### src/rtl/core/vcef_pkg.sv
`default_nettype none

package vcef_pkg;

  // print line geometry
  localparam int LINE_WIDTH = 72;
  localparam int COL_W      = 7;
  localparam int BYTE_W     = 8;
  localparam int RUN_W      = 7;
  localparam logic [COL_W-1:0] LINE_END = COL_W'(LINE_WIDTH);

  // signed width for column targets: column +/- a 255 argument
  localparam int TGT_W = 10;
  localparam logic signed [TGT_W-1:0] TGT_MAX = TGT_W'(LINE_WIDTH);

  // control bytes
  localparam logic [BYTE_W-1:0] B_ESC = 8'h1B;
  localparam logic [BYTE_W-1:0] B_CR  = 8'h0D;
  localparam logic [BYTE_W-1:0] B_LF  = 8'h0A;
  localparam logic [BYTE_W-1:0] B_SP  = 8'h20;
  localparam logic [BYTE_W-1:0] B_DEL = 8'h7F;

  // sequence bytes
  localparam logic [BYTE_W-1:0] CH_LBRACKET = 8'h5B;
  localparam logic [BYTE_W-1:0] CH_QUESTION = 8'h3F;
  localparam logic [BYTE_W-1:0] CH_PLUS     = 8'h2B;
  localparam logic [BYTE_W-1:0] CH_MINUS    = 8'h2D;
  localparam logic [BYTE_W-1:0] CH_ZERO     = 8'h30;
  localparam logic [BYTE_W-1:0] CH_NINE     = 8'h39;
  localparam logic [BYTE_W-1:0] CH_SAVE     = 8'h37;
  localparam logic [BYTE_W-1:0] CH_RESTORE  = 8'h38;
  localparam logic [BYTE_W-1:0] CH_UP_A     = 8'h41;
  localparam logic [BYTE_W-1:0] CH_UP_Z     = 8'h5A;
  localparam logic [BYTE_W-1:0] CH_LO_A     = 8'h61;
  localparam logic [BYTE_W-1:0] CH_LO_Z     = 8'h7A;
  localparam logic [BYTE_W-1:0] CH_DOWN     = 8'h42;
  localparam logic [BYTE_W-1:0] CH_RIGHT    = 8'h43;
  localparam logic [BYTE_W-1:0] CH_LEFT     = 8'h44;
  localparam logic [BYTE_W-1:0] CH_COLUMN   = 8'h47;
  localparam logic [BYTE_W-1:0] CH_SET      = 8'h68;
  localparam logic [BYTE_W-1:0] CH_CLEAR    = 8'h6C;
  localparam logic [BYTE_W-1:0] CH_SOFT_RST = 8'h70;

  localparam logic [TGT_W-1:0] WRAP_MODE = 10'd7;

  // argument parser status
  localparam logic [1:0] ARG_IDLE   = 2'd0;
  localparam logic [1:0] ARG_SIGN   = 2'd1;
  localparam logic [1:0] ARG_DIGITS = 2'd2;
  localparam logic [1:0] ARG_CLOSED = 2'd3;

  localparam logic [7:0] ARG_SAT = 8'd255;

  // command queue between front and back
  localparam int QUEUE_DEPTH = 4;
  localparam int QUEUE_AW    = $clog2(QUEUE_DEPTH);
  localparam int QUEUE_CW    = $clog2(QUEUE_DEPTH + 1);

  typedef struct packed {
    logic [BYTE_W-1:0] ch;
    logic [RUN_W-1:0]  count;
    logic [COL_W-1:0]  col;
  } run_t;

  // one input byte's worth of runs, n_runs from 1 to 3
  typedef struct packed {
    logic [1:0]      n_runs;
    run_t [2:0]      runs;
  } cmd_t;

endpackage

`default_nettype wire

### src/rtl/core/vcef_in_if.sv
`default_nettype none

interface vcef_in_if;
  logic       valid;
  logic       ready;
  logic [7:0] in_byte;

  modport source (output valid, output in_byte, input ready);
  modport sink (input valid, input in_byte, output ready);
endinterface

`default_nettype wire

### src/rtl/core/vcef_out_if.sv
`default_nettype none

interface vcef_out_if;
  logic       valid;
  logic       ready;
  logic [7:0] out_byte;
  logic [6:0] run_count;
  logic [6:0] column_after;
  logic       last_run;

  modport source (output valid, output out_byte, output run_count, output column_after,
                  output last_run, input ready);
  modport sink (input valid, input out_byte, input run_count, input column_after,
                input last_run, output ready);
endinterface

`default_nettype wire

### src/rtl/core/vt100_column_escape_filter_core.sv
`default_nettype none

// channel   dir  payload                                        handshake
// in_ch     in   in_byte[7:0]                                   valid/ready
// out_ch    out  out_byte[7:0] run_count[6:0] column_after[6:0]  valid/ready
//                last_run
//
// one byte accepted per cycle while the run queue is not full, one run
// item delivered per cycle while out_ch is ready; a byte causing n runs
// yields n run items in turn, the last marked by last_run; the first run
// passes the run queue and then the output register before it is valid
// rst (synchronous) clears the parser, column, wrap mode and the queue
// in_ch.ready drops only while the four-entry run queue is full; a stalled
// out_ch keeps its item in the output register while the front goes on

module vt100_column_escape_filter_core (
  input  wire logic  clk,
  input  wire logic  rst,
  vcef_in_if.sink    in_ch,
  vcef_out_if.source out_ch
);

  // front to queue
  vcef_pkg::cmd_t cmd;
  logic           cmd_push;

  // queue to back
  vcef_pkg::cmd_t head;
  logic           q_empty;
  logic           q_full;
  logic           q_pop;

  // parser, column tracking and run generation, one byte per cycle while the queue is not full
  vcef_front u_front (
    .clk      (clk),
    .rst      (rst),
    .in_ch    (in_ch),
    .cmd      (cmd),
    .cmd_push (cmd_push),
    .cmd_full (q_full)
  );

  // short queue of per-byte run groups so each side stalls on its own
  vcef_queue u_queue (
    .clk      (clk),
    .rst      (rst),
    .push     (cmd_push),
    .push_cmd (cmd),
    .pop      (q_pop),
    .head     (head),
    .empty    (q_empty),
    .full     (q_full)
  );

  // serializes each group into run items behind an output register
  vcef_back u_back (
    .clk    (clk),
    .rst    (rst),
    .head   (head),
    .empty  (q_empty),
    .pop    (q_pop),
    .out_ch (out_ch)
  );

endmodule

`default_nettype wire

### src/rtl/core/vcef_front.sv
`default_nettype none

module vcef_front (
  input  wire logic         clk,
  input  wire logic         rst,
  vcef_in_if.sink           in_ch,
  output vcef_pkg::cmd_t    cmd,
  output logic              cmd_push,
  input  wire logic         cmd_full
);

  logic       accept;
  logic [7:0] b;

  // parser and column state
  logic       in_esc, in_esc_next;
  logic [1:0] seq_count, seq_count_next;
  logic       csi_flag, csi_flag_next;
  logic       question_flag, question_flag_next;
  logic [7:0] arg_value, arg_value_next;
  logic       arg_negative, arg_negative_next;
  logic [1:0] arg_status, arg_status_next;
  logic [vcef_pkg::COL_W-1:0] print_column, print_column_next;
  logic [vcef_pkg::COL_W-1:0] saved_column, saved_column_next;
  logic       wrap_enable, wrap_enable_next;

  logic [1:0] cnt;
  logic [1:0] k;
  logic       is_letter, is_digit, is_print, simple;
  logic [3:0] digit_val;
  logic [11:0] arg_wide;
  logic       arg_found;
  logic signed [vcef_pkg::TGT_W-1:0] arg_signed, arg_one, arg_zero, col_s, tgt;
  logic [vcef_pkg::COL_W-1:0] tc, col_w;
  logic       move_en;

  assign in_ch.ready = !cmd_full;
  assign accept      = in_ch.valid && !cmd_full;
  assign b           = in_ch.in_byte;

  assign is_letter = (b >= vcef_pkg::CH_UP_A && b <= vcef_pkg::CH_UP_Z) ||
                     (b >= vcef_pkg::CH_LO_A && b <= vcef_pkg::CH_LO_Z);
  assign is_digit  = (b >= vcef_pkg::CH_ZERO && b <= vcef_pkg::CH_NINE);
  assign is_print  = (b >= vcef_pkg::B_SP && b < vcef_pkg::B_DEL);
  assign digit_val = b[3:0];
  assign cnt       = (seq_count == 2'd3) ? 2'd3 : seq_count + 2'd1;
  assign simple    = (cnt == 2'd1);
  assign arg_wide  = {1'b0, arg_value, 3'b000} + {3'b000, arg_value, 1'b0} +
                     {8'd0, digit_val};

  // argument as seen by the final byte, with the command defaults
  assign arg_found  = (arg_status == vcef_pkg::ARG_DIGITS) ||
                      (arg_status == vcef_pkg::ARG_CLOSED &&
                       !(arg_negative && arg_value == 8'd0));
  assign arg_signed = arg_negative ? -$signed({2'b00, arg_value})
                                   : $signed({2'b00, arg_value});
  assign arg_one    = arg_found ? arg_signed : 10'sd1;
  assign arg_zero   = arg_found ? arg_signed : 10'sd0;
  assign col_s      = $signed({3'b000, print_column});

  always_comb begin
    in_esc_next        = in_esc;
    seq_count_next     = seq_count;
    csi_flag_next      = csi_flag;
    question_flag_next = question_flag;
    arg_value_next     = arg_value;
    arg_negative_next  = arg_negative;
    arg_status_next    = arg_status;
    print_column_next  = print_column;
    saved_column_next  = saved_column;
    wrap_enable_next   = wrap_enable;
    cmd      = '0;
    k        = 2'd0;
    move_en  = 1'b0;
    tgt      = col_s;
    tc       = '0;
    col_w    = print_column;

    if (!in_esc) begin
      if (b == vcef_pkg::B_ESC) begin
        in_esc_next        = 1'b1;
        seq_count_next     = 2'd0;
        csi_flag_next      = 1'b0;
        question_flag_next = 1'b0;
        arg_value_next     = 8'd0;
        arg_negative_next  = 1'b0;
        arg_status_next    = vcef_pkg::ARG_IDLE;
      end else begin
        // wrap only for passed-through bytes at full width
        if (wrap_enable && print_column == vcef_pkg::LINE_END) begin
          col_w = '0;
          cmd.runs[0] = {vcef_pkg::B_CR, 7'd1, 7'd0};
          cmd.runs[1] = {vcef_pkg::B_LF, 7'd1, 7'd0};
          k = 2'd2;
        end
        if (b == vcef_pkg::B_CR) begin
          col_w = '0;
        end else if (is_print && col_w < vcef_pkg::LINE_END) begin
          col_w = col_w + 7'd1;
        end
        cmd.runs[k] = {b, 7'd1, col_w};
        k = k + 2'd1;
        print_column_next = col_w;
      end
    end else begin
      seq_count_next = cnt;
      if (is_letter || (simple && is_digit)) begin
        in_esc_next = 1'b0;
        if (simple) begin
          unique case (b)
            vcef_pkg::CH_DOWN: begin
              cmd.runs[0] = {vcef_pkg::B_LF, 7'd1, print_column};
              k = 2'd1;
            end
            vcef_pkg::CH_RIGHT: begin
              move_en = 1'b1;
              tgt = col_s + 10'sd1;
            end
            vcef_pkg::CH_LEFT: begin
              move_en = 1'b1;
              tgt = col_s - 10'sd1;
            end
            vcef_pkg::CH_SAVE: saved_column_next = print_column;
            vcef_pkg::CH_RESTORE: begin
              move_en = 1'b1;
              tgt = $signed({3'b000, saved_column});
            end
            default: ;
          endcase
        end else if (csi_flag && !question_flag) begin
          unique case (b)
            vcef_pkg::CH_RIGHT: begin
              move_en = 1'b1;
              tgt = col_s + arg_one;
            end
            vcef_pkg::CH_LEFT: begin
              move_en = 1'b1;
              tgt = col_s - arg_one;
            end
            vcef_pkg::CH_COLUMN: begin
              move_en = 1'b1;
              tgt = arg_zero;
            end
            default: ;
          endcase
        end else if (csi_flag) begin
          unique case (b)
            vcef_pkg::CH_SET: begin
              if (arg_zero == $signed(vcef_pkg::WRAP_MODE)) wrap_enable_next = 1'b1;
            end
            vcef_pkg::CH_CLEAR: begin
              if (arg_zero == $signed(vcef_pkg::WRAP_MODE)) wrap_enable_next = 1'b0;
            end
            vcef_pkg::CH_SOFT_RST: begin
              wrap_enable_next  = 1'b0;
              print_column_next = '0;
              cmd.runs[0] = {vcef_pkg::B_CR, 7'd1, 7'd0};
              cmd.runs[1] = {vcef_pkg::B_LF, 7'd1, 7'd0};
              k = 2'd2;
            end
            default: ;
          endcase
        end
      end else if (simple && b == vcef_pkg::CH_LBRACKET) begin
        csi_flag_next = 1'b1;
      end else if (csi_flag && cnt == 2'd2 && b == vcef_pkg::CH_QUESTION) begin
        question_flag_next = 1'b1;
      end else if (csi_flag && cnt != 2'd1) begin
        // decimal argument with optional sign
        unique case (arg_status)
          vcef_pkg::ARG_IDLE: begin
            if (b == vcef_pkg::CH_PLUS) begin
              arg_status_next   = vcef_pkg::ARG_SIGN;
              arg_negative_next = 1'b0;
            end else if (b == vcef_pkg::CH_MINUS) begin
              arg_status_next   = vcef_pkg::ARG_SIGN;
              arg_negative_next = 1'b1;
            end else if (is_digit) begin
              arg_status_next = vcef_pkg::ARG_DIGITS;
              arg_value_next  = {4'd0, digit_val};
            end else begin
              arg_status_next   = vcef_pkg::ARG_CLOSED;
              arg_value_next    = 8'd0;
              arg_negative_next = 1'b1;
            end
          end
          vcef_pkg::ARG_SIGN: begin
            if (is_digit) begin
              arg_status_next = vcef_pkg::ARG_DIGITS;
              arg_value_next  = {4'd0, digit_val};
            end else begin
              arg_status_next   = vcef_pkg::ARG_CLOSED;
              arg_value_next    = 8'd0;
              arg_negative_next = 1'b1;
            end
          end
          vcef_pkg::ARG_DIGITS: begin
            if (is_digit) begin
              arg_value_next = (arg_wide > 12'd255) ? vcef_pkg::ARG_SAT : arg_wide[7:0];
            end else begin
              arg_status_next = vcef_pkg::ARG_CLOSED;
              if (arg_value == 8'd0) arg_negative_next = 1'b0;
            end
          end
          vcef_pkg::ARG_CLOSED: ;
          default: ;
        endcase
      end
    end

    // column move: clamp, then spaces right or CR and spaces left
    if (move_en) begin
      if (tgt < 10'sd0) begin
        tc = '0;
      end else if (tgt > vcef_pkg::TGT_MAX) begin
        tc = vcef_pkg::LINE_END;
      end else begin
        tc = tgt[vcef_pkg::COL_W-1:0];
      end
      if (tc > print_column) begin
        cmd.runs[0] = {vcef_pkg::B_SP, tc - print_column, tc};
        k = 2'd1;
        print_column_next = tc;
      end else if (tc < print_column) begin
        cmd.runs[0] = {vcef_pkg::B_CR, 7'd1, 7'd0};
        k = 2'd1;
        print_column_next = '0;
        if (tc != '0) begin
          cmd.runs[1] = {vcef_pkg::B_SP, tc, tc};
          k = 2'd2;
          print_column_next = tc;
        end
      end
    end

    cmd.n_runs = k;
  end

  assign cmd_push = accept && (k != 2'd0);

  always_ff @(posedge clk) begin
    if (rst) begin
      in_esc        <= 1'b0;
      seq_count     <= 2'd0;
      csi_flag      <= 1'b0;
      question_flag <= 1'b0;
      arg_value     <= 8'd0;
      arg_negative  <= 1'b0;
      arg_status    <= vcef_pkg::ARG_IDLE;
      print_column  <= '0;
      saved_column  <= '0;
      wrap_enable   <= 1'b0;
    end else if (accept) begin
      in_esc        <= in_esc_next;
      seq_count     <= seq_count_next;
      csi_flag      <= csi_flag_next;
      question_flag <= question_flag_next;
      arg_value     <= arg_value_next;
      arg_negative  <= arg_negative_next;
      arg_status    <= arg_status_next;
      print_column  <= print_column_next;
      saved_column  <= saved_column_next;
      wrap_enable   <= wrap_enable_next;
    end
  end

endmodule

`default_nettype wire

### src/rtl/core/vcef_queue.sv
`default_nettype none

module vcef_queue (
  input  wire logic            clk,
  input  wire logic            rst,
  input  wire logic            push,
  input  wire vcef_pkg::cmd_t  push_cmd,
  input  wire logic            pop,
  output vcef_pkg::cmd_t       head,
  output logic                 empty,
  output logic                 full
);

  vcef_pkg::cmd_t entries [vcef_pkg::QUEUE_DEPTH];
  logic [vcef_pkg::QUEUE_AW-1:0] wr_ptr, rd_ptr;
  logic [vcef_pkg::QUEUE_CW-1:0] fill;

  assign empty = (fill == '0);
  assign full  = (fill == vcef_pkg::QUEUE_CW'(vcef_pkg::QUEUE_DEPTH));
  assign head  = entries[rd_ptr];

  always_ff @(posedge clk) begin
    if (push) begin
      entries[wr_ptr] <= push_cmd;
    end
  end

  always_ff @(posedge clk) begin
    if (rst) begin
      wr_ptr <= '0;
      rd_ptr <= '0;
      fill   <= '0;
    end else begin
      if (push) wr_ptr <= wr_ptr + 1'b1;
      if (pop)  rd_ptr <= rd_ptr + 1'b1;
      if (push && !pop) begin
        fill <= fill + 1'b1;
      end else if (pop && !push) begin
        fill <= fill - 1'b1;
      end
    end
  end

endmodule

`default_nettype wire

### src/rtl/core/vcef_back.sv
`default_nettype none

module vcef_back (
  input  wire logic            clk,
  input  wire logic            rst,
  input  wire vcef_pkg::cmd_t  head,
  input  wire logic            empty,
  output logic                 pop,
  vcef_out_if.source           out_ch
);

  logic       out_valid;
  logic [1:0] idx;
  logic       load;
  logic       is_last;
  vcef_pkg::run_t cur;

  logic [7:0] out_byte;
  logic [6:0] run_count;
  logic [6:0] column_after;
  logic       last_run;

  assign cur     = head.runs[idx];
  assign is_last = (idx == head.n_runs - 2'd1);
  assign load    = !empty && (!out_valid || out_ch.ready);
  assign pop     = load && is_last;

  assign out_ch.valid        = out_valid;
  assign out_ch.out_byte     = out_byte;
  assign out_ch.run_count    = run_count;
  assign out_ch.column_after = column_after;
  assign out_ch.last_run     = last_run;

  always_ff @(posedge clk) begin
    if (rst) begin
      out_valid <= 1'b0;
      idx       <= 2'd0;
    end else begin
      if (load) begin
        out_valid <= 1'b1;
        idx       <= is_last ? 2'd0 : idx + 2'd1;
      end else if (out_ch.ready) begin
        out_valid <= 1'b0;
      end
    end
  end

  always_ff @(posedge clk) begin
    if (load) begin
      out_byte     <= cur.ch;
      run_count    <= cur.count;
      column_after <= cur.col;
      last_run     <= is_last;
    end
  end

endmodule

`default_nettype wire
### src/flat_wrapper.sv
// flat-port wrapper written by rule: the top's interface ports become plain ports
module vt100_column_escape_filter_core_flat 
  (clk, rst, in_ch_valid, in_ch_in_byte, in_ch_ready, out_ch_valid, out_ch_out_byte, out_ch_run_count, out_ch_column_after, out_ch_last_run, out_ch_ready);
  vcef_in_if in_ch_i ();
  vcef_out_if out_ch_i ();
  input  wire logic clk;
  input  wire logic rst;
  input wire logic [$bits(in_ch_i.valid)-1:0] in_ch_valid;
  input wire logic [$bits(in_ch_i.in_byte)-1:0] in_ch_in_byte;
  output wire logic [$bits(in_ch_i.ready)-1:0] in_ch_ready;
  output wire logic [$bits(out_ch_i.valid)-1:0] out_ch_valid;
  output wire logic [$bits(out_ch_i.out_byte)-1:0] out_ch_out_byte;
  output wire logic [$bits(out_ch_i.run_count)-1:0] out_ch_run_count;
  output wire logic [$bits(out_ch_i.column_after)-1:0] out_ch_column_after;
  output wire logic [$bits(out_ch_i.last_run)-1:0] out_ch_last_run;
  input wire logic [$bits(out_ch_i.ready)-1:0] out_ch_ready;
  assign in_ch_i.valid = in_ch_valid;
  assign in_ch_i.in_byte = in_ch_in_byte;
  assign in_ch_ready = in_ch_i.ready;
  assign out_ch_valid = out_ch_i.valid;
  assign out_ch_out_byte = out_ch_i.out_byte;
  assign out_ch_run_count = out_ch_i.run_count;
  assign out_ch_column_after = out_ch_i.column_after;
  assign out_ch_last_run = out_ch_i.last_run;
  assign out_ch_i.ready = out_ch_ready;
  vt100_column_escape_filter_core u_core (.clk(clk), .rst(rst), .in_ch(in_ch_i), .out_ch(out_ch_i));
endmodule
### config.mk
export PLATFORM = sky130hd
export DESIGN_NAME = vt100_column_escape_filter_core_flat
export DESIGN_NICKNAME = d
export VERILOG_FILES = /design/src/rtl/core/vcef_pkg.sv /design/src/rtl/core/vcef_in_if.sv /design/src/rtl/core/vcef_out_if.sv /design/src/rtl/core/vt100_column_escape_filter_core.sv /design/src/rtl/core/vcef_front.sv /design/src/rtl/core/vcef_queue.sv /design/src/rtl/core/vcef_back.sv /design/src/flat_wrapper.sv
export SDC_FILE = /design/constraint.sdc
export NUM_CORES = 1
export LEC_CHECK = 0
export BUFFER_PORTS_ARGS = -buffer_cell sky130_fd_sc_hd__buf_2
export CORE_MARGIN = 5
export CORE_UTILIZATION = 57
export CTS_BUF_LIST = sky130_fd_sc_hd__clkbuf_4 sky130_fd_sc_hd__clkbuf_8 sky130_fd_sc_hd__clkbuf_16
export DETAILED_ROUTE_END_ITERATION = 10
export PLACE_DENSITY = 0.74
export SLEW_MARGIN = 25
export SYNTH_ARGS = -nofsm -noshare
export SYNTH_HDL_FRONTEND = slang
export SYNTH_SLANG_ARGS = --single-unit
### constraint.sdc
create_clock -name clk -period 8.9 [get_ports clk]
set_input_delay 0.445 -clock clk [delete_from_list [all_inputs] [get_ports clk]]
set_output_delay 0.445 -clock clk [all_outputs]
set_load 0.1 [all_outputs]
; ---- After elaboration in Yosys (flattened, before gate mapping)
; Memories as Yosys holds them, arrays and structs flattened. A register that Yosys moved wholly into a read port is not among the register bits.
; Cells that the tools add are included.
[classes]
reduce_logical = 51
muxes = 133
eq_ne = 40
add_sub_neg = 17
bitwise_logic = 2
n_lt_le_gt_ge = 17
[op_table]
columns = operator, count
row1 = 44-bit 2-to-1 mux, 6
row2 = 22-bit 2-to-1 mux, 8
row3 = 40-bit 2-to-1 mux, 4
row4 = 7-bit 2-to-1 mux, 21
row5 = 8-bit 2-to-1 mux, 10
row6 = 10-bit 2-to-1 mux, 7
row7 = 66-bit bitwise mux, 1
row8 = 66-bit 2-to-1 mux, 1
row9 = "8-bit by 7-bit == test with 1-bit output, second input constant", 8
row10 = 10-bit case mux with 3 select lines, 2
row11 = 2-bit 2-to-1 mux, 28
row12 = 22-bit binary-select mux with 2-bit select, 1
row13 = 22-bit demux with 2-bit select, 1
row14 = "8-bit by 6-bit == test with 1-bit output, second input constant", 5
row15 = 1-bit 2-to-1 mux, 35
row16 = 8-bit case mux with 3 select lines, 1
row17 = 1-bit logical AND, 21
row18 = 18-bit 2-to-1 mux, 1
row19 = 9-bit AND reduction, 2
row20 = "8-bit by 6-bit greater-or-equal comparator with 1-bit output, second input constant", 2
row21 = "8-bit by 7-bit greater-or-equal comparator with 1-bit output, second input constant", 2
row22 = "8-bit by 7-bit less-or-equal comparator with 1-bit output, second input constant", 2
row23 = 11-bit by 9-bit adder with 12-bit output, 1
row24 = 12-bit by 4-bit adder with 12-bit output, 1
row25 = other kinds (53), 89
[word_totals]
in_bits = 12
mem_bits_rw = 272
output_inout_bits = 25
mem_count = 1
elab_cells = 280
register_bits = 64
[memory_table]
columns = memory, depth, word_bits, read_ports, rd_clocked_by_memory_dff, wr, line
row1 = u_core.u_queue.entries, 4, 68, 1, 1, 1, vcef_queue.sv:14  ; vcef_pkg::cmd_t entries [vcef_pkg::QUEUE_DEPTH];

; ---- Logic depth before layout (Yosys ltp)
; Gate-level depths: netlist of run 1.
[logic_depth]
ltp_word = 27
ltp_mapped = 37
depth_no_buf = 35

; ---- Cells and area by module
; A second synthesis of run 1 with hierarchy kept.
[hier_totals]
cells_unflattened = 1314
area_unflattened_um2 = 16983.8
[by_module_without_submodules]
columns = mod, seq_area_each_um2, area_per_inst_um2, cells_per_inst, n_inst
row1 = vcef_queue, 8348.0, 10264.8, 400, 1
row2 = vcef_front, 620.6, 5387.7, 795, 1
row3 = vcef_back, 750.7, 1331.3, 119, 1

; ---- Worst setup path after synthesis of run 1
; OpenSTA, ideal clock, no wires.
[synth_timing]
path_type = flip-flop to flip-flop
start = register u_core.u_front.arg_value[0]
end = memory u_core.u_queue.entries[0][0] (netlist bit) (enable)
setup_slack_ns = 1.074
n_path_buf = 3
period_less_slack_ns = 7.826
t_required_ns = 8.487
arrival_ns = 7.413
setup_ns = 0.413
stages_incl_launch_ff = 33
cell_sequence = dfxtp_1 > buf_6 > inv_1 > ha_1 > or4b_1 > clkbuf_1 > o31a_1 > buf_4 > nand2_1 > ha_1 > o21ai_0 > a21boi_0 > a31oi_1 > ha_1 > a21boi_0 > o21a_1 > o21a_1 > o311ai_0 > o221ai_1 > a311oi_1 > a31oi_4 > nand3_2 > inv_1 > ha_1 > a21oi_1 > a21boi_0 > o21ai_0 > a21oi_1 > o21a_1 > nor2_1 > o211ai_1 > a31oi_2 > and2_1
[synth_between]
elab_chain_cells = 25
word_cells_on_any_way = 32
classes_between = add/sub: 3 / order compare: 4 / mux: 17 / reduce/logical: 8
[synth_rtl]
columns = item, line
row1 = "start, declared", vcef_front.sv:20  ; logic [7:0] arg_value, arg_value_next;
row2 = "start signal, assigned", vcef_front.sv:258  ; arg_value <= arg_value_next;
row3 = branches (longest 7 deep; another with 8-bit negator with 10-bit output), -
row4 = 10-bit case mux with 3 select lines (*), vcef_front.sv:131  ; unique case (b)
row5 = 10-bit 2-to-1 mux (*), vcef_front.sv:130  ; end else if (csi_flag && !question_flag) begin
row6 = 10-bit 2-to-1 mux (*), vcef_front.sv:109  ; if (simple) begin
row7 = 10-bit 2-to-1 mux (*), vcef_front.sv:107  ; if (is_letter || (simple && is_digit)) begin
row8 = 10-bit 2-to-1 mux (*), vcef_front.sv:79  ; if (!in_esc) begin
row9 = 10-bit by 8-bit > comparator with 1-bit output, vcef_front.sv:215  ; end else if (tgt > vcef_pkg::TGT_MAX) begin
row10 = 7-bit 2-to-1 mux, vcef_front.sv:215
row11 = (+2 left out), -
row12 = branches (longest 3 deep; another with 7-bit less-than comparator), -
row13 = 2-bit 2-to-1 mux (*), vcef_front.sv:220  ; if (tc > print_column) begin
row14 = 2-bit 2-to-1 mux (*), vcef_front.sv:212  ; if (move_en) begin
row15 = 2-bit nonzero test (*), vcef_front.sv:239  ; assign cmd_push = accept && (k != 2'd0);
row16 = 1-bit logical AND (*), vcef_front.sv:239
row17 = via u_core.cmd_push, vt100_column_escape_filter_core.sv:25  ; logic cmd_push;
row18 = 1-bit 2-to-1 mux (*), vcef_queue.sv:23  ; if (push) begin
row19 = 1-bit 2-to-1 mux (implied by the code) (*), vcef_queue.sv:24  ; entries[wr_ptr] <= push_cmd;
row20 = "end, declared", vcef_queue.sv:14
; Mark *: on every way through the listed nets, which the timed path passes. The select of a mux whose other input is x is not followed.

; ---- Final worst setup path of run 1
[layout_timing]
start = register u_core.u_front.arg_value[0]
end = register u_core.u_queue.fill[2] (netlist bit)
[layout_between]
elab_chain_cells = 26
word_cells_on_any_way = 35
classes_between = add/sub: 3 / order compare: 4 / mux: 16 / reduce/logical: 12
[layout_rtl]
columns = item, line
row1 = branches (longest 7 deep; another with 8-bit negator with 10-bit output), -
row2 = 10-bit case mux with 3 select lines (*), vcef_front.sv:131
row3 = 10-bit 2-to-1 mux (*), vcef_front.sv:130
row4 = 10-bit 2-to-1 mux (*), vcef_front.sv:109
row5 = 10-bit 2-to-1 mux (*), vcef_front.sv:107
row6 = 10-bit 2-to-1 mux (*), vcef_front.sv:79
row7 = 10-bit by 8-bit > comparator with 1-bit output, vcef_front.sv:215
row8 = 7-bit 2-to-1 mux, vcef_front.sv:215
row9 = (+5 left out), -
row10 = 2-bit 2-to-1 mux (*), vcef_front.sv:220
row11 = 2-bit 2-to-1 mux (*), vcef_front.sv:212
row12 = 2-bit nonzero test (*), vcef_front.sv:239
row13 = 1-bit logical AND (*), vcef_front.sv:239
row14 = via u_core.cmd_push, vt100_column_escape_filter_core.sv:25
row15 = 1-bit logical NOT, vcef_queue.sv:38  ; end else if (pop && !push) begin
row16 = 1-bit logical AND, vcef_queue.sv:38
row17 = 2-bit nonzero test (no source line), -
row18 = "end signal, assigned", vcef_queue.sv:37  ; fill <= fill + 1'b1;
row19 = "end signal, assigned", vcef_queue.sv:39  ; fill <= fill - 1'b1;
row20 = "end, declared", vcef_queue.sv:16  ; logic [vcef_pkg::QUEUE_CW-1:0] fill;
; Marks and branches as above.
; A chain may end at the register's enable or synchronous reset.

==> results.yml, run 1 <==
timing:
  worstMarginPinSlew_ps: 891
  slew_violations: 0
  fmax_mhz: 120
  rsz0062_at_grt: "false"
  finClkSkew_ps: 16.0
  max_slew_margin_pct: 40.1
  hold_ws_ps: 209
  period_share_pct: 93.5
  hold_violations: 0
  layout_min_cycle_time_ps: 8320
  setup_slack_ps: 583
  tns_ps: 0
  finalSetupViolCount: 0
place:
  hpwlAfterDp_mm: 23.9
  place_area_um2: 14600
  place_ws_ps: 606
  gp_congestion: 0.980
  port_buffers: 36
yosys:
  synth_edf_count: 223
  synthDistinctLibCells: 96
  syn_area_um2: 14000
  ys.flop_type: "edfxtp_1"
  synthArstFlopShare_pct: 0
  synth-seq-cells: 266
  synth_top_area_share_pct: 47.8
  synth_area_leaders: "edfxtp_1, mux4_2, dfxtp_1"
  synthSimpleGateAreaFrac_pct: 13.9
  yosys.area_share.adder_pct: 4.64
  synth_cells: 1175
  avgSynthCellArea_um2: 11.9
  muxShareOfSynthArea_pct: 9.32
  ys.warnings.count: 0
  yosysTopAreaCell: "edfxtp_1"
  synth_xor_xnor_area_share_pct: 1.69
  synth_top_family_by_area: "simple AND/OR/NAND/NOR gates"
  synth-compound-area-share_pct: 13.1
  synth_sequential_area_ratio_pct: 53.9
final_layout:
  final_cell_area_um2: 15500
  drive_gt1_share_pct: 16.5
  final_nets: 1271
  syn2layout_area_growth_pct: 10.8
  insertedDiodeCount: 0
route:
  wirelength_mm: 35.1
  num_vias: 9845
  drc_errors: 0
  postRouteAntennaNets: 0
  first_iter_violations: 990
  vias_per_cell: 6.33
  drt_pass1_iterations: 5
  wire_per_inst_um: 22.6
clocking:
  clk_pin_slew_worst_paths_ps: 60
  clkSinkCount: 266
  cts_max_level: 1
  cts_buffer_depth: 3
  tritoncts: "yes"
  ctsHoldBuffers: 0
  insertion_delay_ps: 540
  numCtsBuffers: 27
  root_buffer: "clkbuf_16"
die:
  boundaryPins: 37
  die_area_um2: 27800
  rows: 57
  die_h_um: 167
  start_util_pct: 57.8
  die_x_um: 167
  core_area_um2: 24200
global_routing:
  grt_pass1_wl_mm: 55.1
  busiest_layer: "met2"
  grt_use_met2_pct: 41.8
  grt_max_degree: 51
  overflow: 0
  grt_pass1_vias: 9653
  grt_util_met1_pct: 34.5
  use_met3_pct: 2.61
  grt.total_usage_pct: 24.8
  antenna_found_initial: 0
critical_path:
  cp.required_ps: 9370
  critPathTopFamily: "compound AO/OA/AOI/OAI gates"
  crit_arrival_ps: 8780
  path_max_fanout: 12
  slowest_delay_ps: 560
  cp-end-kind: "register"
  path_class: "register to register"
  start_kind: "register"
  path_buf_inv: 4
  crit_slowest_cell: "or4b_1"
power:
  power_w: 0.00397
  vdd_ir_drop_max_uv: 275
  leakage_nw: 5.59
  p_per_area_nw_per_um2: 256
worst_hold_path:
  holdCritPathClass: "input pin to register"
flow_run:
  maxCapViolCount: 0
status:
  outcome: "complete, no violations"
## area by class of cell
type / instances / area (um^2)
clock inverter: 19 / 171
clock buffer: 31 / 718
fill: 1842 / 8710
inverter: 49 / 184
sequential: 266 / 7560
timing repair buffer: 59 / 423
multi-input combinational: 807 / 6070
tap: 324 / 405
## path summary, 6_finish.rpt
| kind | start | to | slack [ps] | cells past startpoint |
|---|---|---|---|---|
| worst max register to register | u_core.u_front.arg_value[0] | u_core.u_queue.fill[2] | 580 | 34 |
| worst min-delay path | out_ch_ready | u_core.u_back.out_ch.valid | 210 | 4 |
| worst min register to register | u_core.u_back.out_ch.valid | u_core.u_back.out_ch.valid | 500 | 2 |
| worst max-delay path | u_core.u_front.arg_value[0] | u_core.u_queue.fill[2] | 580 | 34 |
## routing by layer
layer / vias up / routed length [um]
met4: 0 / 922
met2: 358 / 17300
met3: 64 / 1980
li1: 4535 / -
met1: 4888 / 14900
met5: - / 0
## cell usage after synthesis (5+ instances only)
cell type	instances
clkbuf_1	50
nor2_1	101
nand2_1	91
nor2b_1	13
xor2_1	6
or2_2	7
mux2i_1	18
o21ai_0	45
nand2b_1	14
nand3_1	27
edfxtp_1	223
and3_1	18
ha_1	44
inv_1	47
and2_1	10
nor3_1	33
a211o_1	7
a211oi_1	5
a21oi_1	68
buf_4	5
o22ai_1	8
o31a_1	7
nor3b_1	7
a21boi_0	5
o31ai_1	8
dfxtp_1	43
a31o_2	11
nand3b_1	5
o211ai_1	5
xnor2_1	21
a22oi_1	8
o21ai_1	11
o21a_1	8
fa_1	5
mux4_2	50
a21o_1	10
a31oi_1	9
buf_1	7
or3_1	9
## sequential cells by signal, summed over array words and instances, names as in the netlist, 2 cells and up, named ones only
signal,cells
u_core.u_back.out_ch.run_count,7
u_core.u_front.saved_column,7
u_core.u_back.out_ch.column_after,7
u_core.u_queue.fill,3
u_core.u_queue.entries,200
u_core.u_front.arg_status,2
u_core.u_queue.wr_ptr,2
u_core.u_back.out_ch.out_byte,8
u_core.u_back.idx,2
u_core.u_queue.rd_ptr,2
u_core.u_front.seq_count,2
u_core.u_front.arg_value,8
u_core.u_front.print_column,7
## power breakdown
part | total, W | internal (W) | switching (W)
logic | 0.00125 | 0.000379 | 0.000867
clock network | 0.00112 | 0.000643 | 0.000477
registers | 0.00161 | 0.00155 | 0.0000552
## stage by stage
stage	cells	util (%)
2_1_floorplan	1190	-
3_3_place_gp	1503	60.2
3_5_place_dp	1503	60.2
4_1_cts	1553	63.9
5_1_grt	1555	64.1
6_report	1555	64.1
## cells in the final DEF (no fill, tap or decap), types with 8 or more instances in the layout
cell	n
nor2b_1	13
edfxtp_1	223
a22oi_1	8
a21oi_1	67
nand2_1	91
o31ai_1	8
or3_1	9
o22ai_1	8
nand2b_1	14
a31oi_1	9
conb_1	16
clkbuf_16	27
buf_2	36
o21ai_1	11
mux2i_1	18
buf_4	18
mux4_2	50
and3_1	18
o21ai_0	45
o21a_1	8
nand3_1	27
nor3_1	33
dfxtp_1	41
xnor2_1	21
nor2_1	101
a21o_1	10
a31o_2	11
inv_1	47
ha_1	43
## kinds of logic (layout without fill, tap and decap cells)
group,Yosys count,in the layout
muxes,68,68
and+or+nand+nor,379,379
other,1,16
buffers and inverters,117,158
xor gates and xnor gates,27,27
AOI/OAI and AO/OA,268,268
adders and majority gates,49,49
DFF,266,266
## worst reg2reg max path, delay by kind of cell (launching register included)
kind            cells  cell delay (ps)
fa+ha+maj           6             1760
xor+xnor            1              170
simple gates        7             1950
flops               1              440
buf+inv             4              450
mux                 1              240
compound gates     15             3250
## what timing repair did
| item | CTS | global route |
|---|---|---|
| endpoints found under the setup margin | 0 | 33 |
| resized for setup | 0 | 4 |
| buffers inserted | 0 | 1 |
Note: power is estimated with default switching activity, not from simulation.
==> inputs of run 2 (changes only) <==
--- a/config.mk
+++ b/config.mk
@@ -6,7 +6,7 @@
 export NUM_CORES = 1
 export LEC_CHECK = 0
 export BUFFER_PORTS_ARGS = -buffer_cell sky130_fd_sc_hd__buf_2
-export CORE_MARGIN = 5
+export CORE_MARGIN = 2
 export CORE_UTILIZATION = 57
 export CTS_BUF_LIST = sky130_fd_sc_hd__clkbuf_4 sky130_fd_sc_hd__clkbuf_8 sky130_fd_sc_hd__clkbuf_16
 export DETAILED_ROUTE_END_ITERATION = 10
@@ -14,4 +14,5 @@
 export SLEW_MARGIN = 25
 export SYNTH_ARGS = -nofsm -noshare
 export SYNTH_HDL_FRONTEND = slang
+export SYNTH_HIERARCHICAL = 1
 export SYNTH_SLANG_ARGS = --single-unit
==> run 2 against run 1 <==
Cell count grew 13%; fmax is 1.8% higher; sequential power grew 26%; final area grew 20%; via count is 15% higher; sequential cell count up 72; combinational power about the same; worst setup slack better by 150 ps; clock skew grew 4.0 ps; routed wire length up 15%; critical path depth is 3 higher.
==> results.yml, run 2 <==
place:
  port_buffers: 36
  hpwlAfterDp_mm: 26.9
  gp_congestion: 0.979
yosys:
  synth_area_leaders: "edfxtp_1, mux4_2, dfxtp_1"
  ys.warnings.count: 6
  yosysMostFrequentCell: "edfxtp_1"
  avgSynthCellArea_um2: 12.9
  synth-seq-cells: 338
  synthDistinctLibCells: 93
  netlist_top_cells_count: "edfxtp_1, nor2_1, nand2_1, mux4_2, a21oi_1"
  ys.flop_type: "edfxtp_1"
  synth_edf_count: 295
  yosysTopAreaCell: "edfxtp_1"
  synthArstFlopShare_pct: 0
  syn_area_um2: 17000
  synth_top_area_share_pct: 52.2
  synth_sequential_area_ratio_pct: 57.2
  synth_cells: 1314
die:
  die_area_um2: 31200
  die_h_um: 177
  rows: 63
  core_area_um2: 29500
  die_x_um: 177
  boundaryPins: 37
  start_util_pct: 57.6
route:
  first_iter_violations: 1161
  postRouteAntennaNets: 0
  drc_errors: 0
  wirelength_mm: 40.3
  num_vias: 11294
  vias_per_cell: 6.43
  wire_per_inst_um: 23.0
  drt_pass1_iterations: 5
critical_path:
  path_max_fanout: 13
  cp.required_ps: 9330
  rrSetupSlack_ps: 730
  path_class: "register to register"
  crit_slowest_cell: "o311ai_0"
  reg2reg_depth: 37
  start_kind: "register"
  slowest_delay_ps: 460
  crit_arrival_ps: 8600
  cp-end-kind: "register"
clocking:
  numCtsBuffers: 35
  tritoncts: "yes"
  clkSinkCount: 338
  ctsHoldBuffers: 0
  clk_pin_slew_worst_paths_ps: 60
  insertion_delay_ps: 510
  cts_max_level: 2
  cts_buffer_depth: 3
  root_buffer: "clkbuf_16"
timing:
  slew_violations: 0
  worstMarginPinSlew_ps: 1010
  period_share_pct: 91.8
  hold_ws_ps: 261
  hold_violations: 0
  tns_ps: 0
  finalSetupViolCount: 0
  max_slew_margin_pct: 32.5
  fmax_mhz: 122
  layout_min_cycle_time_ps: 8170
  rsz0062_at_grt: "false"
  finClkSkew_ps: 20.0
final_layout:
  syn2layout_area_growth_pct: 9.41
  insertedDiodeCount: 0
  register_area_um2: 9720
  multiInputGateArea_um2: 6680
  final_nets: 1400
  largest_reg_flops: 272
  layout_common_cells: "edfxtp_1, nor2_1, nand2_1, mux4_2, a21oi_1"
  reg_top3: "u_core/u_queue/entries x272, u_core/u_back/out_ch.out_byte x8, u_core/u_front/arg_value x8"
  num-fill-cells: 2220
  final_common_cell: "edfxtp_1"
  drive_gt1_share_pct: 17.1
  largest-register: "u_core/u_queue/entries"
global_routing:
  grt_pass1_vias: 11158
  antenna_found_initial: 0
  grt_max_degree: 69
  grt.total_usage_pct: 26.4
  grt_pass1_wl_mm: 63.1
  overflow: 0
power:
  p_per_area_nw_per_um2: 248
  leakage_nw: 6.39
  vdd_ir_drop_max_uv: 143
worst_hold_path:
  min_path_cells: 3
  holdCritPathClass: "input pin to register"
flow_run:
  maxCapViolCount: 0
status:
  outcome: "complete, no violations"
run 2: cell count changes in the layout (fill, tap and decap cells not counted), sizes merged, moves of 6 or more:
cell / before / now
mux2i: 18 / 28
buf: 59 / 69
mux4: 50 / 68
nor3: 36 / 28
and2: 11 / 20
clkinv: 9 / 20
edfxtp: 223 / 295
o31a: 8 / 1
o211ai: 5 / 11
inv: 52 / 43
clkbuf: 31 / 39
a31o: 12 / 4
run 2: cell type report:
cell class / instances / share of cell area (%)
flip-flops and latches: 338 / 52.3
multi-input cells: 855 / 35.9
clock buffers: 39 / 4.94
well taps: 390 / 2.63
repair buffers: 69 / 2.59
inverters: 41 / 0.828
clock inverters: 24 / 0.747
run 2: repair_timing:
item,in CTS,in global routing
gates resized for setup,0,6
buffers inserted,0,0
endpoints found under the setup margin,0,261
run 2: power by group:
group	total [W]	internal (W)	switching, W
sequential	0.00203	0.00196	0.0000711
clock	0.00133	0.000748	0.000584
combinational	0.00125	0.000355	0.000896
run 2: worst max-delay path: cells and delay by family (launching register included):
family | cells | cell delay, ps
buffers and inverters | 4 | 350
xor gates and xnor gates | 1 | 180
DFF | 1 | 430
and+or+nand+nor | 11 | 2290
AOI/OAI and AO/OA | 15 | 3060
adders and majority gates | 6 | 1770
run 2: through the flow:
stage / total power [W] / area (um^2) / std cells / utilization [%] / setup WS [ps]
3_3_place_gp: 0.00327 / 17500 / 1693 / 59.3 / 801
2_1_floorplan: 0.00304 / 17000 / 1328 / - / 489
4_1_cts: 0.00465 / 18600 / 1756 / 62.9 / 427
3_5_place_dp: 0.00331 / 17500 / 1693 / 59.3 / 535
6_report: 0.00461 / 18600 / 1756 / 63.0 / 730
5_1_grt: 0.00478 / 18600 / 1756 / 63.0 / 3.04
run 2: path summary, 6_finish.rpt:
kind                                                        to                           start
worst max register to register          u_core/u_queue/fill[2]     u_core/u_front/arg_value[0]
worst min register to register  u_core/u_front/saved_column[4]  u_core/u_front/saved_column[4]
worst max-delay path                    u_core/u_queue/fill[2]     u_core/u_front/arg_value[0]
worst min-delay path                u_core/u_back/out_ch.valid                    out_ch_ready
run 2: cell families (layout without fill, tap and decap cells):
logic type / after synthesis / after routing / share of synthesized area (%)
fa+ha+maj: 48 / 48 / 3.76
simple gates: 399 / 399 / 12.2
other cells: 1 / 15 / 0.0221
buf+inv: 135 / 173 / 4.06
compound gates: 262 / 262 / 10.3
flops: 338 / 338 / 57.2
mux: 97 / 97 / 10.7
xor+xnor: 34 / 34 / 1.75
run 2: routing by layer:
layer	track usage, %	share of wire, %
met2	43.5	48
met1	36.4	41
met5	0	0
met4	9.44	3.4
met3	3.24	6.9
